## config.mk

```make
export PLATFORM = sky130hd
export DESIGN_NAME = sliding_window_dft_phasor_flat
export DESIGN_NICKNAME = d
export VERILOG_FILES = /design/src/hw/rtl/swdft_pkg.sv /design/src/hw/rtl/swdft_if.sv /design/src/hw/rtl/sliding_window_dft_phasor.sv /design/src/flat_wrapper.sv
export SDC_FILE = /design/constraint.sdc
export NUM_CORES = 2
export LEC_CHECK = 0
export ABC_CLOCK_PERIOD_IN_PS = 8000
export BUFFER_PORTS_ARGS = -buffer_cell sky130_fd_sc_hd__buf_2
export CORE_UTILIZATION = 55
export CTS_CLUSTER_SIZE = 12
export DETAILED_ROUTE_END_ITERATION = 12
export PLACE_DENSITY_LB_ADDON = 0.1
export SLEW_MARGIN = 20
export SYNTH_ARGS = -nofsm -noshare
export SYNTH_HDL_FRONTEND = slang
export SYNTH_SLANG_ARGS = --single-unit
```

## constraint.sdc

```tcl
create_clock -name i_clk -period 8 [get_ports i_clk]
set_input_delay 0.8 -clock i_clk [delete_from_list [all_inputs] [get_ports i_clk]]
set_output_delay 0.8 -clock i_clk [all_outputs]
set_load 0.005 [all_outputs]
```

## src/hw/rtl/swdft_pkg.sv

```systemverilog
// ============================================================================
// swdft_pkg
// Shared types, widths and the coefficient ROM of the sliding-window DFT
// phasor estimator.
// ============================================================================
package swdft_pkg;

    // Default configuration
    localparam int WINDOW_LEN_DEF  = 50;
    localparam int SAMPLE_BITS_DEF = 12;
    localparam int COEF_BITS_DEF   = 16;

    // Fixed field widths
    localparam int ACC_W         = 33;
    localparam int TIME_W        = 14;
    localparam int COUNT_W       = 16;
    localparam int COEF_MAX_BITS = 24;

    // ROM geometry: one full cycle of 50 points, quarter wave stored
    localparam int ROM_LEN = 50;
    localparam int QUARTER = 13;

    // round(32768*cos(2*pi*k/50)) and round(32768*sin(2*pi*k/50)), k = 0..12
    localparam int COS_Q [QUARTER] = '{
        32768, 32510, 31739, 30467, 28715, 26510, 23887,
        20887, 17558, 13952, 10126, 6140, 2058
    };
    localparam int SIN_Q [QUARTER] = '{
        0, 4107, 8149, 12063, 15786, 19261, 22431,
        25248, 27667, 29649, 31164, 32188, 32703
    };

    typedef enum logic [1:0] {
        ST_IDLE,
        ST_RUN,
        ST_DRAIN,
        ST_DONE
    } t_state;

    // Full-wave cosine at step k (0..50)
    function automatic int full_cos(input int k);
        if (k <= 12) return COS_Q[k];
        if (k <= 25) return -COS_Q[25 - k];
        if (k <= 37) return -COS_Q[k - 25];
        return COS_Q[50 - k];
    endfunction

    // Full-wave sine at step k (0..50)
    function automatic int full_sin(input int k);
        if (k <= 12) return SIN_Q[k];
        if (k <= 25) return SIN_Q[25 - k];
        if (k <= 37) return -SIN_Q[k - 25];
        return -SIN_Q[50 - k];
    endfunction

    // Saturate +1.0 and rescale Q1.15 to the coefficient width
    function automatic int rescale(input int q15, input int coef_bits);
        int v;
        v = (q15 > 32767) ? 32767 : q15;
        if (coef_bits >= 16) return v <<< (coef_bits - 16);
        return (v + (1 <<< (15 - coef_bits))) >>> (16 - coef_bits);
    endfunction

    // Cosine coefficient for window position pos (0 is newest)
    function automatic logic signed [COEF_MAX_BITS-1:0] coef_cos(
        input int pos, input int coef_bits);
        if (pos >= ROM_LEN) return '0;
        return COEF_MAX_BITS'(rescale(full_cos(pos + 1), coef_bits));
    endfunction

    // Sine coefficient for window position pos (0 is newest)
    function automatic logic signed [COEF_MAX_BITS-1:0] coef_sin(
        input int pos, input int coef_bits);
        if (pos >= ROM_LEN) return '0;
        return COEF_MAX_BITS'(rescale(-full_sin(pos + 1), coef_bits));
    endfunction

endpackage

```

## src/hw/rtl/swdft_if.sv

```systemverilog
// ============================================================================
// swdft_in_if / swdft_out_if
// Valid/ready channels for the sample beats and the phasor result beats.
// ============================================================================
interface swdft_in_if #(
    parameter int SAMPLE_BITS = swdft_pkg::SAMPLE_BITS_DEF
);
    logic                         valid;
    logic                         ready;
    logic [SAMPLE_BITS-1:0]       sample;
    logic                         time_valid;
    logic [swdft_pkg::TIME_W-1:0] time_value;

    modport source (output valid, sample, time_valid, time_value, input ready);
    modport sink   (input valid, sample, time_valid, time_value, output ready);
endinterface

interface swdft_out_if;
    logic                                valid;
    logic                                ready;
    logic signed [swdft_pkg::ACC_W-1:0]  real_part;
    logic signed [swdft_pkg::ACC_W-1:0]  imag_part;
    logic [swdft_pkg::TIME_W-1:0]        time_tag;
    logic [swdft_pkg::COUNT_W-1:0]       sample_count;

    modport source (output valid, real_part, imag_part, time_tag, sample_count,
                    input ready);
    modport sink   (input valid, real_part, imag_part, time_tag, sample_count,
                    output ready);
endinterface

```

## src/hw/rtl/sliding_window_dft_phasor.sv

```systemverilog
// ============================================================================
// sliding_window_dft_phasor
// Full-cycle DFT phasor estimator: keeps the most recent samples in a
// circular buffer and recomputes the cosine and sine sums over the whole
// window with one shared multiply-accumulate pair.
// ============================================================================
//
//  channel | dir | beat contents                                | handshake
//  --------+-----+----------------------------------------------+-----------
//  i_in    | in  | sample, time_valid, time_value               | valid/ready
//  o_out   | out | real_part, imag_part, time_tag, sample_count | valid/ready
//
//  One input beat occupies the block from its acceptance until its result is
//  loaded and the block is back in idle; no new beat is taken in between. The
//  block sweeps the single read port one window position a cycle, then drains
//  the multiply/accumulate stages, detects the empty pipe, loads the output
//  register and returns to idle for the next beat.
//  A finished result sits in the output register, so the next input beat is
//  accepted while the previous result waits; a result that is done while the
//  output register is still full holds the block until o_out.ready.
//  Reset clears the window valid bits, time stamp and counter.
//
module sliding_window_dft_phasor #(
    parameter int WINDOW_LEN  = swdft_pkg::WINDOW_LEN_DEF,
    parameter int SAMPLE_BITS = swdft_pkg::SAMPLE_BITS_DEF,
    parameter int COEF_BITS   = swdft_pkg::COEF_BITS_DEF
) (
    input  logic        i_clk,
    input  logic        i_rst_n,
    swdft_in_if.sink    i_in,
    swdft_out_if.source o_out
);

    localparam int ADDR_W  = (WINDOW_LEN > 1) ? $clog2(WINDOW_LEN) : 1;
    localparam int XW      = SAMPLE_BITS + 1;
    localparam int PW      = XW + COEF_BITS;
    localparam int MID_VAL = 2 ** (SAMPLE_BITS - 1);
    localparam logic [ADDR_W-1:0] LAST = ADDR_W'(WINDOW_LEN - 1);

    // Window memory and per-entry valid bits
    logic [SAMPLE_BITS-1:0] mem [WINDOW_LEN];
    logic [WINDOW_LEN-1:0]  r_vld;

    swdft_pkg::t_state r_state, n_state;

    logic [ADDR_W-1:0] r_wptr;
    logic [ADDR_W-1:0] r_raddr;
    logic [ADDR_W-1:0] r_pos;

    logic [swdft_pkg::TIME_W-1:0]  r_time;
    logic [swdft_pkg::COUNT_W-1:0] r_cnt;

    // Stage 1: read data and coefficients
    logic                        r_s1_v;
    logic [SAMPLE_BITS-1:0]      r_rd_data;
    logic                        r_rd_vld;
    logic signed [COEF_BITS-1:0] r_cos;
    logic signed [COEF_BITS-1:0] r_sin;

    // Stage 2: products
    logic                 r_s2_v;
    logic signed [PW-1:0] r_prod_re;
    logic signed [PW-1:0] r_prod_im;

    logic signed [swdft_pkg::ACC_W-1:0] r_acc_re;
    logic signed [swdft_pkg::ACC_W-1:0] r_acc_im;

    // Output register
    logic                                r_out_valid;
    logic signed [swdft_pkg::ACC_W-1:0]  r_out_re;
    logic signed [swdft_pkg::ACC_W-1:0]  r_out_im;
    logic [swdft_pkg::TIME_W-1:0]        r_out_time;
    logic [swdft_pkg::COUNT_W-1:0]       r_out_cnt;

    logic w_accept;
    logic w_issue;
    logic w_load;
    logic w_ready;

    logic [SAMPLE_BITS-1:0] w_samp;
    logic signed [XW-1:0]   w_x;

    // Next state
    always_comb begin
        n_state = r_state;
        unique case (r_state)
            swdft_pkg::ST_IDLE:  if (w_accept) n_state = swdft_pkg::ST_RUN;
            swdft_pkg::ST_RUN:   if (r_pos == LAST) n_state = swdft_pkg::ST_DRAIN;
            swdft_pkg::ST_DRAIN: if (!r_s1_v && !r_s2_v) n_state = swdft_pkg::ST_DONE;
            swdft_pkg::ST_DONE:  if (!r_out_valid || o_out.ready) n_state = swdft_pkg::ST_IDLE;
            default:             n_state = swdft_pkg::ST_IDLE;
        endcase
    end

    // State outputs
    always_comb begin
        w_ready = 1'b0;
        w_issue = 1'b0;
        w_load  = 1'b0;
        unique case (r_state)
            swdft_pkg::ST_IDLE:  w_ready = 1'b1;
            swdft_pkg::ST_RUN:   w_issue = 1'b1;
            swdft_pkg::ST_DRAIN: w_issue = 1'b0;
            swdft_pkg::ST_DONE:  w_load  = !r_out_valid || o_out.ready;
            default:             w_ready = 1'b0;
        endcase
    end

    assign i_in.ready = w_ready;
    assign w_accept   = i_in.valid && w_ready;

    // Advance state
    always_ff @(posedge i_clk) begin
        if (!i_rst_n) begin
            r_state <= swdft_pkg::ST_IDLE;
        end else begin
            r_state <= n_state;
        end
    end

    // Write the new sample, read one window position a cycle
    always_ff @(posedge i_clk) begin
        if (w_accept) begin
            mem[r_wptr] <= i_in.sample;
        end
        r_rd_data <= mem[r_raddr];
    end

    // Valid bits, pointers, time stamp and counter
    always_ff @(posedge i_clk) begin
        if (!i_rst_n) begin
            r_vld    <= '0;
            r_wptr   <= '0;
            r_raddr  <= '0;
            r_pos    <= '0;
            r_time   <= '0;
            r_cnt    <= '0;
            r_s1_v   <= 1'b0;
            r_s2_v   <= 1'b0;
            r_rd_vld <= 1'b0;
        end else begin
            r_rd_vld <= r_vld[r_raddr];
            r_s1_v   <= w_issue;
            r_s2_v   <= r_s1_v;
            if (w_accept) begin
                r_vld[r_wptr] <= 1'b1;
                r_raddr       <= r_wptr;
                r_wptr        <= (r_wptr == LAST) ? '0 : r_wptr + 1'b1;
                r_pos         <= '0;
                if (i_in.time_valid) begin
                    r_time <= i_in.time_value;
                    r_cnt  <= '0;
                end
            end else if (w_issue) begin
                r_raddr <= (r_raddr == '0) ? LAST : r_raddr - 1'b1;
                r_pos   <= r_pos + 1'b1;
            end
            // Count each result loaded into the output register, saturating at all ones
            if (w_load && r_cnt != '1) begin
                r_cnt <= r_cnt + 1'b1;
            end
        end
    end

    // Look up coefficients for the position being read
    always_ff @(posedge i_clk) begin
        r_cos <= COEF_BITS'(swdft_pkg::coef_cos(int'(r_pos), COEF_BITS));
        r_sin <= COEF_BITS'(swdft_pkg::coef_sin(int'(r_pos), COEF_BITS));
    end

    // Center the sample; an unwritten entry reads as zero
    assign w_samp = r_rd_vld ? r_rd_data : '0;
    assign w_x    = $signed({1'b0, w_samp} - XW'(MID_VAL));

    // Multiply, then accumulate modulo the result width
    always_ff @(posedge i_clk) begin
        r_prod_re <= w_x * r_cos;
        r_prod_im <= w_x * r_sin;
        if (w_accept) begin
            r_acc_re <= '0;
            r_acc_im <= '0;
        end else if (r_s2_v) begin
            r_acc_re <= r_acc_re + swdft_pkg::ACC_W'(r_prod_re);
            r_acc_im <= r_acc_im + swdft_pkg::ACC_W'(r_prod_im);
        end
    end

    // Hold the result until the sink takes the beat
    always_ff @(posedge i_clk) begin
        if (!i_rst_n) begin
            r_out_valid <= 1'b0;
        end else if (w_load) begin
            r_out_valid <= 1'b1;
        end else if (o_out.ready) begin
            r_out_valid <= 1'b0;
        end
    end

    always_ff @(posedge i_clk) begin
        if (w_load) begin
            r_out_re   <= r_acc_re;
            r_out_im   <= r_acc_im;
            r_out_time <= r_time;
            r_out_cnt  <= r_cnt;
        end
    end

    assign o_out.valid        = r_out_valid;
    assign o_out.real_part    = r_out_re;
    assign o_out.imag_part    = r_out_im;
    assign o_out.time_tag     = r_out_time;
    assign o_out.sample_count = r_out_cnt;

endmodule

```

## src/flat_wrapper.sv

```systemverilog
// flat-port wrapper written by rule: the top's interface ports become plain ports
module sliding_window_dft_phasor_flat 
#(
    parameter int WINDOW_LEN  = swdft_pkg::WINDOW_LEN_DEF,
    parameter int SAMPLE_BITS = swdft_pkg::SAMPLE_BITS_DEF,
    parameter int COEF_BITS   = swdft_pkg::COEF_BITS_DEF
)
  (i_clk, i_rst_n, i_in_valid, i_in_sample, i_in_time_valid, i_in_time_value, i_in_ready, o_out_valid, o_out_real_part, o_out_imag_part, o_out_time_tag, o_out_sample_count, o_out_ready);
  swdft_in_if #(.SAMPLE_BITS(SAMPLE_BITS)) i_in_i ();
  swdft_out_if o_out_i ();
  input  logic i_clk;
  input  logic i_rst_n;
  input wire logic [$bits(i_in_i.valid)-1:0] i_in_valid;
  input wire logic [$bits(i_in_i.sample)-1:0] i_in_sample;
  input wire logic [$bits(i_in_i.time_valid)-1:0] i_in_time_valid;
  input wire logic [$bits(i_in_i.time_value)-1:0] i_in_time_value;
  output wire logic [$bits(i_in_i.ready)-1:0] i_in_ready;
  output wire logic [$bits(o_out_i.valid)-1:0] o_out_valid;
  output wire logic [$bits(o_out_i.real_part)-1:0] o_out_real_part;
  output wire logic [$bits(o_out_i.imag_part)-1:0] o_out_imag_part;
  output wire logic [$bits(o_out_i.time_tag)-1:0] o_out_time_tag;
  output wire logic [$bits(o_out_i.sample_count)-1:0] o_out_sample_count;
  input wire logic [$bits(o_out_i.ready)-1:0] o_out_ready;
  assign i_in_i.valid = i_in_valid;
  assign i_in_i.sample = i_in_sample;
  assign i_in_i.time_valid = i_in_time_valid;
  assign i_in_i.time_value = i_in_time_value;
  assign i_in_ready = i_in_i.ready;
  assign o_out_valid = o_out_i.valid;
  assign o_out_real_part = o_out_i.real_part;
  assign o_out_imag_part = o_out_i.imag_part;
  assign o_out_time_tag = o_out_i.time_tag;
  assign o_out_sample_count = o_out_i.sample_count;
  assign o_out_i.ready = o_out_ready;
  sliding_window_dft_phasor #(.WINDOW_LEN(WINDOW_LEN), .SAMPLE_BITS(SAMPLE_BITS), .COEF_BITS(COEF_BITS)) u_core (.i_clk(i_clk), .i_rst_n(i_rst_n), .i_in(i_in_i), .o_out(o_out_i));
endmodule
```

==> results.json <==
{
  "status": "complete, no violations",
  "yosys_register_bits": 968,
  "synth_top_area_share": 0.3616,
  "post_cts_buffers": 0,
  "cpMostUsedCell": "fa_1",
  "num_io_pins": 129,
  "area_growth_pct": 9.702,
  "grt_antenna_before_repair": 4,
  "rsz0062_at_grt": "no",
  "finalHoldViolCount": 0,
  "r2r_slack_ns": 0.71,
  "synth.avg_cell_area_um2": 12.02,
  "slew-limit-headroom": 0.2785,
  "startpoint_type": "flip-flop",
  "finalPower_mw": 29.15,
  "crit_chain": "and2_1 > nand2_1 > fa_1 > inv_1 > fa_1 > inv_1 > fa_1 > inv_1 > fa_1 > fa_1 > ha_1 > ha_1 > a21o_1 > a21o_1 > a41oi_1 > o21ai_0 > o41ai_1 > o2111ai_1 > a31oi_1 > nor2b_1 > o21a_1 > o41ai_1 > xnor2_1",
  "max_freq_ghz": 0.1373,
  "grt_overflow": 0,
  "ctsResizeCount": 0,
  "dp_hpwl_mm": 104.6,
  "fin_crit_ns": 7.286,
  "detail_route.wl_per_cell_um": 23.31,
  "start_util": 0.5569,
  "drc": 0,
  "ys_dominant_reg_cell": "edfxtp_1",
  "core_area_mm2": 0.1038,
  "grt_pass1_vias": 38095,
  "worstPathRequired_ns": 8.56,
  "fin_skew_ns": 0.04459,
  "fill_cells": 8243,
  "power.density_mw_per_mm2": 459.7,
  "route.vias.total": 38427,
  "wl_mm": 148.5,
  "max_cap_viol_count": 0,
  "synth_top_cell_by_area": "edfxtp_1",
  "hold-path-cell-count": 3,
  "crit_path_end_kind": "flip-flop",
  "htree_levels": 3,
  "grt_pass1_wl_mm": 228.1,
  "dr.pass1.iters": 6,
  "critPathBufInv": 3,
  "tns_ns": 0,
  "fin_nets": 5583,
  "critPathKind": "flip-flop to flip-flop",
  "ir_worst_vdd_uv": 603.8,
  "netlist_area_mm2": 0.05780,
  "synth_area_leaders": "edfxtp_1 36%, fa_1 14%, dfxtp_1 9.4%",
  "yosys.cell_types.count": 108,
  "cp_slowest_stage_delay_ns": 0.69,
  "cts_buffer_depth": 3,
  "layout-drive-gt1-share": 0.1273,
  "postRouteAntennaNets": 0,
  "numCtsBuffers": 103,
  "min_period_over_period": 0.9107,
  "leakagePower_nw": 25.53,
  "portBuffers": 128,
  "r2r_cells": 23,
  "clock-sinks": 968,
  "drt_iter0_markers": 3395,
  "path_clk_slew_ns": 0.06,
  "track_usage": 0.2809,
  "slowest_stage": "and2_1",
  "synth_commonest_cells": "696 x edfxtp_1, 439 x nand2_1, 396 x fa_1",
  "die_w_um": 326.2,
  "seq_area_frac_synth": 0.4558,
  "setup_viol": 0,
  "maxSlewViolCount": 0,
  "die-area_mm2": 0.1064,
  "regArea_mm2": 0.02636,
  "worstPathArrival_ns": 7.84,
  "critical_path.max_fanout": 38,
  "hold_class": "input port to flip-flop",
  "via_per_inst": 6.032,
  "num_rows": 118,
  "multi_input_area_mm2": 0.02899,
  "yosys.cell_count.top_type": "edfxtp_1",
  "synthArstFlopShare": 0,
  "cts-root-buf": "clkbuf_16",
  "ys_warn_count": 0,
  "gp_congestion": 0.9557,
  "syn-num-nets": 5493,
  "grt_start_max_net_pins": 98,
  "cts_tree": "yes",
  "worst-path-stages": 23,
  "clk-insertion-delay-late_ns": 0.71,
  "syn_inst": 4810,
  "crit_family": "adder cells",
  "synth_edf_count": 696,
  "hold_buffers": 0,
  "worst_pin_slew_ns": 1.082,
  "die_h_um": 326.2
}
through the flow:
stage                 util  instance area [µm²]  setup WS [ns]  hold WS (ns)  instances
floorplan                -                57800          1.360        0.4081       4810
global placement    0.5795                60150         0.8361        0.4124       6174
detailed placement  0.5797                60160         0.7451        0.4160       6175
CTS                 0.6109                63410         0.7484        0.3152       6370
global route        0.6109                63410         0.2971        0.3535       6371
finish              0.6109                63410         0.7142        0.3579       6371
sequential cells by signal, summed over array words and instances (netlist names), 2 cells and up:
name                       count
u_core.mem                   600
u_core.o_out.imag_part        33
u_core.o_out.real_part        33
u_core.o_out.sample_count     16
u_core.o_out.time_tag         14
u_core.r_acc_im               33
u_core.r_acc_re               33
u_core.r_cnt                  16
u_core.r_cos                  16
u_core.r_pos                   6
u_core.r_prod_im              29
u_core.r_prod_re              29
u_core.r_raddr                 6
u_core.r_rd_data              12
u_core.r_sin                  16
u_core.r_state                 2
u_core.r_time                 14
u_core.r_vld                  50
u_core.r_wptr                  6
worst reg2reg max path, cell delays in order, from the launching register on:
cell and delay [ns]:
dfxtp_4 0.53, and2_1 0.69, nand2_1 0.19, fa_1 0.57, inv_1 0.05, fa_1 0.53
inv_1 0.05, fa_1 0.50, inv_1 0.05, fa_1 0.46, fa_1 0.50, ha_1 0.31
ha_1 0.35, a21o_1 0.17, a21o_1 0.16, a41oi_1 0.21, o21ai_0 0.16, o41ai_1 0.44
o2111ai_1 0.23, a31oi_1 0.29, nor2b_1 0.10, o21a_1 0.19, o41ai_1 0.31, xnor2_1 0.12
final cells by class:
class | count | area share
Antenna cell | 1 | 0.00003946
Clock buffer | 157 | 0.04511
Clock inverter | 38 | 0.006058
Inverter | 391 | 0.02318
Multi-Input combinational cell | 3181 | 0.4572
Sequential cell | 968 | 0.4157
Tap cell | 1380 | 0.02723
Timing Repair Buffer | 255 | 0.02549
path summary, 6_finish.rpt:
| path | to | from |
|---|---|---|
| max | u_core.r_prod_re[28] | u_core.r_rd_vld |
| min | u_core.r_time[9] | i_in_time_value[9] |
| max reg2reg | u_core.r_prod_re[28] | u_core.r_rd_vld |
| min reg2reg | u_core.o_out.time_tag[5] | u_core.r_time[5] |
cell usage in the layout, fill, tap and decap left out, types with 46 or more instances in the layout:
| cell type | n |
|---|---|
| edfxtp_1 | 696 |
| nand2_1 | 438 |
| fa_1 | 396 |
| inv_1 | 387 |
| nor2_1 | 284 |
| dfxtp_1 | 267 |
| ha_1 | 256 |
| and3_1 | 184 |
| a21oi_1 | 171 |
| mux4_2 | 149 |
| o21ai_0 | 136 |
| mux2i_1 | 129 |
| buf_2 | 129 |
| buf_4 | 124 |
| xnor2_1 | 112 |
| clkbuf_16 | 103 |
| nand3_1 | 84 |
| o21a_1 | 71 |
| nor3_1 | 69 |
| a21o_1 | 49 |
| nand2b_1 | 47 |
| clkbuf_1 | 46 |
layer usage:
layer  GRT usage  wire [µm]
met3     0.05292      11400
met1      0.3916      62860
met2      0.4387      68660
met4      0.1066       5559
met5           0          0
where the power goes:
| group | leakage, nW | total (mW) | internal (mW) | switching (mW) |
|---|---|---|---|---|
| registers | 8.50 | 6.73 | 6.05 | 0.680 |
| logic | 15.5 | 17.9 | 7.73 | 10.1 |
| clock network | 1.57 | 4.56 | 2.56 | 2.00 |
| total | 25.5 | 29.1 | 16.3 | 12.8 |
kinds of logic after synthesis:
family | count (synthesis) | synth area share
XOR/XNOR | 161 | 0.02517
flip-flops | 968 | 0.4558
multiplexers | 283 | 0.08137
AO/OA/AOI/OAI | 791 | 0.09401
AND/OR/NAND/NOR | 1292 | 0.1069
adder cells (fa/ha/maj) | 654 | 0.1929
buffers and inverters | 661 | 0.04383
No activity file was read; power rests on OpenSTA's default activity.
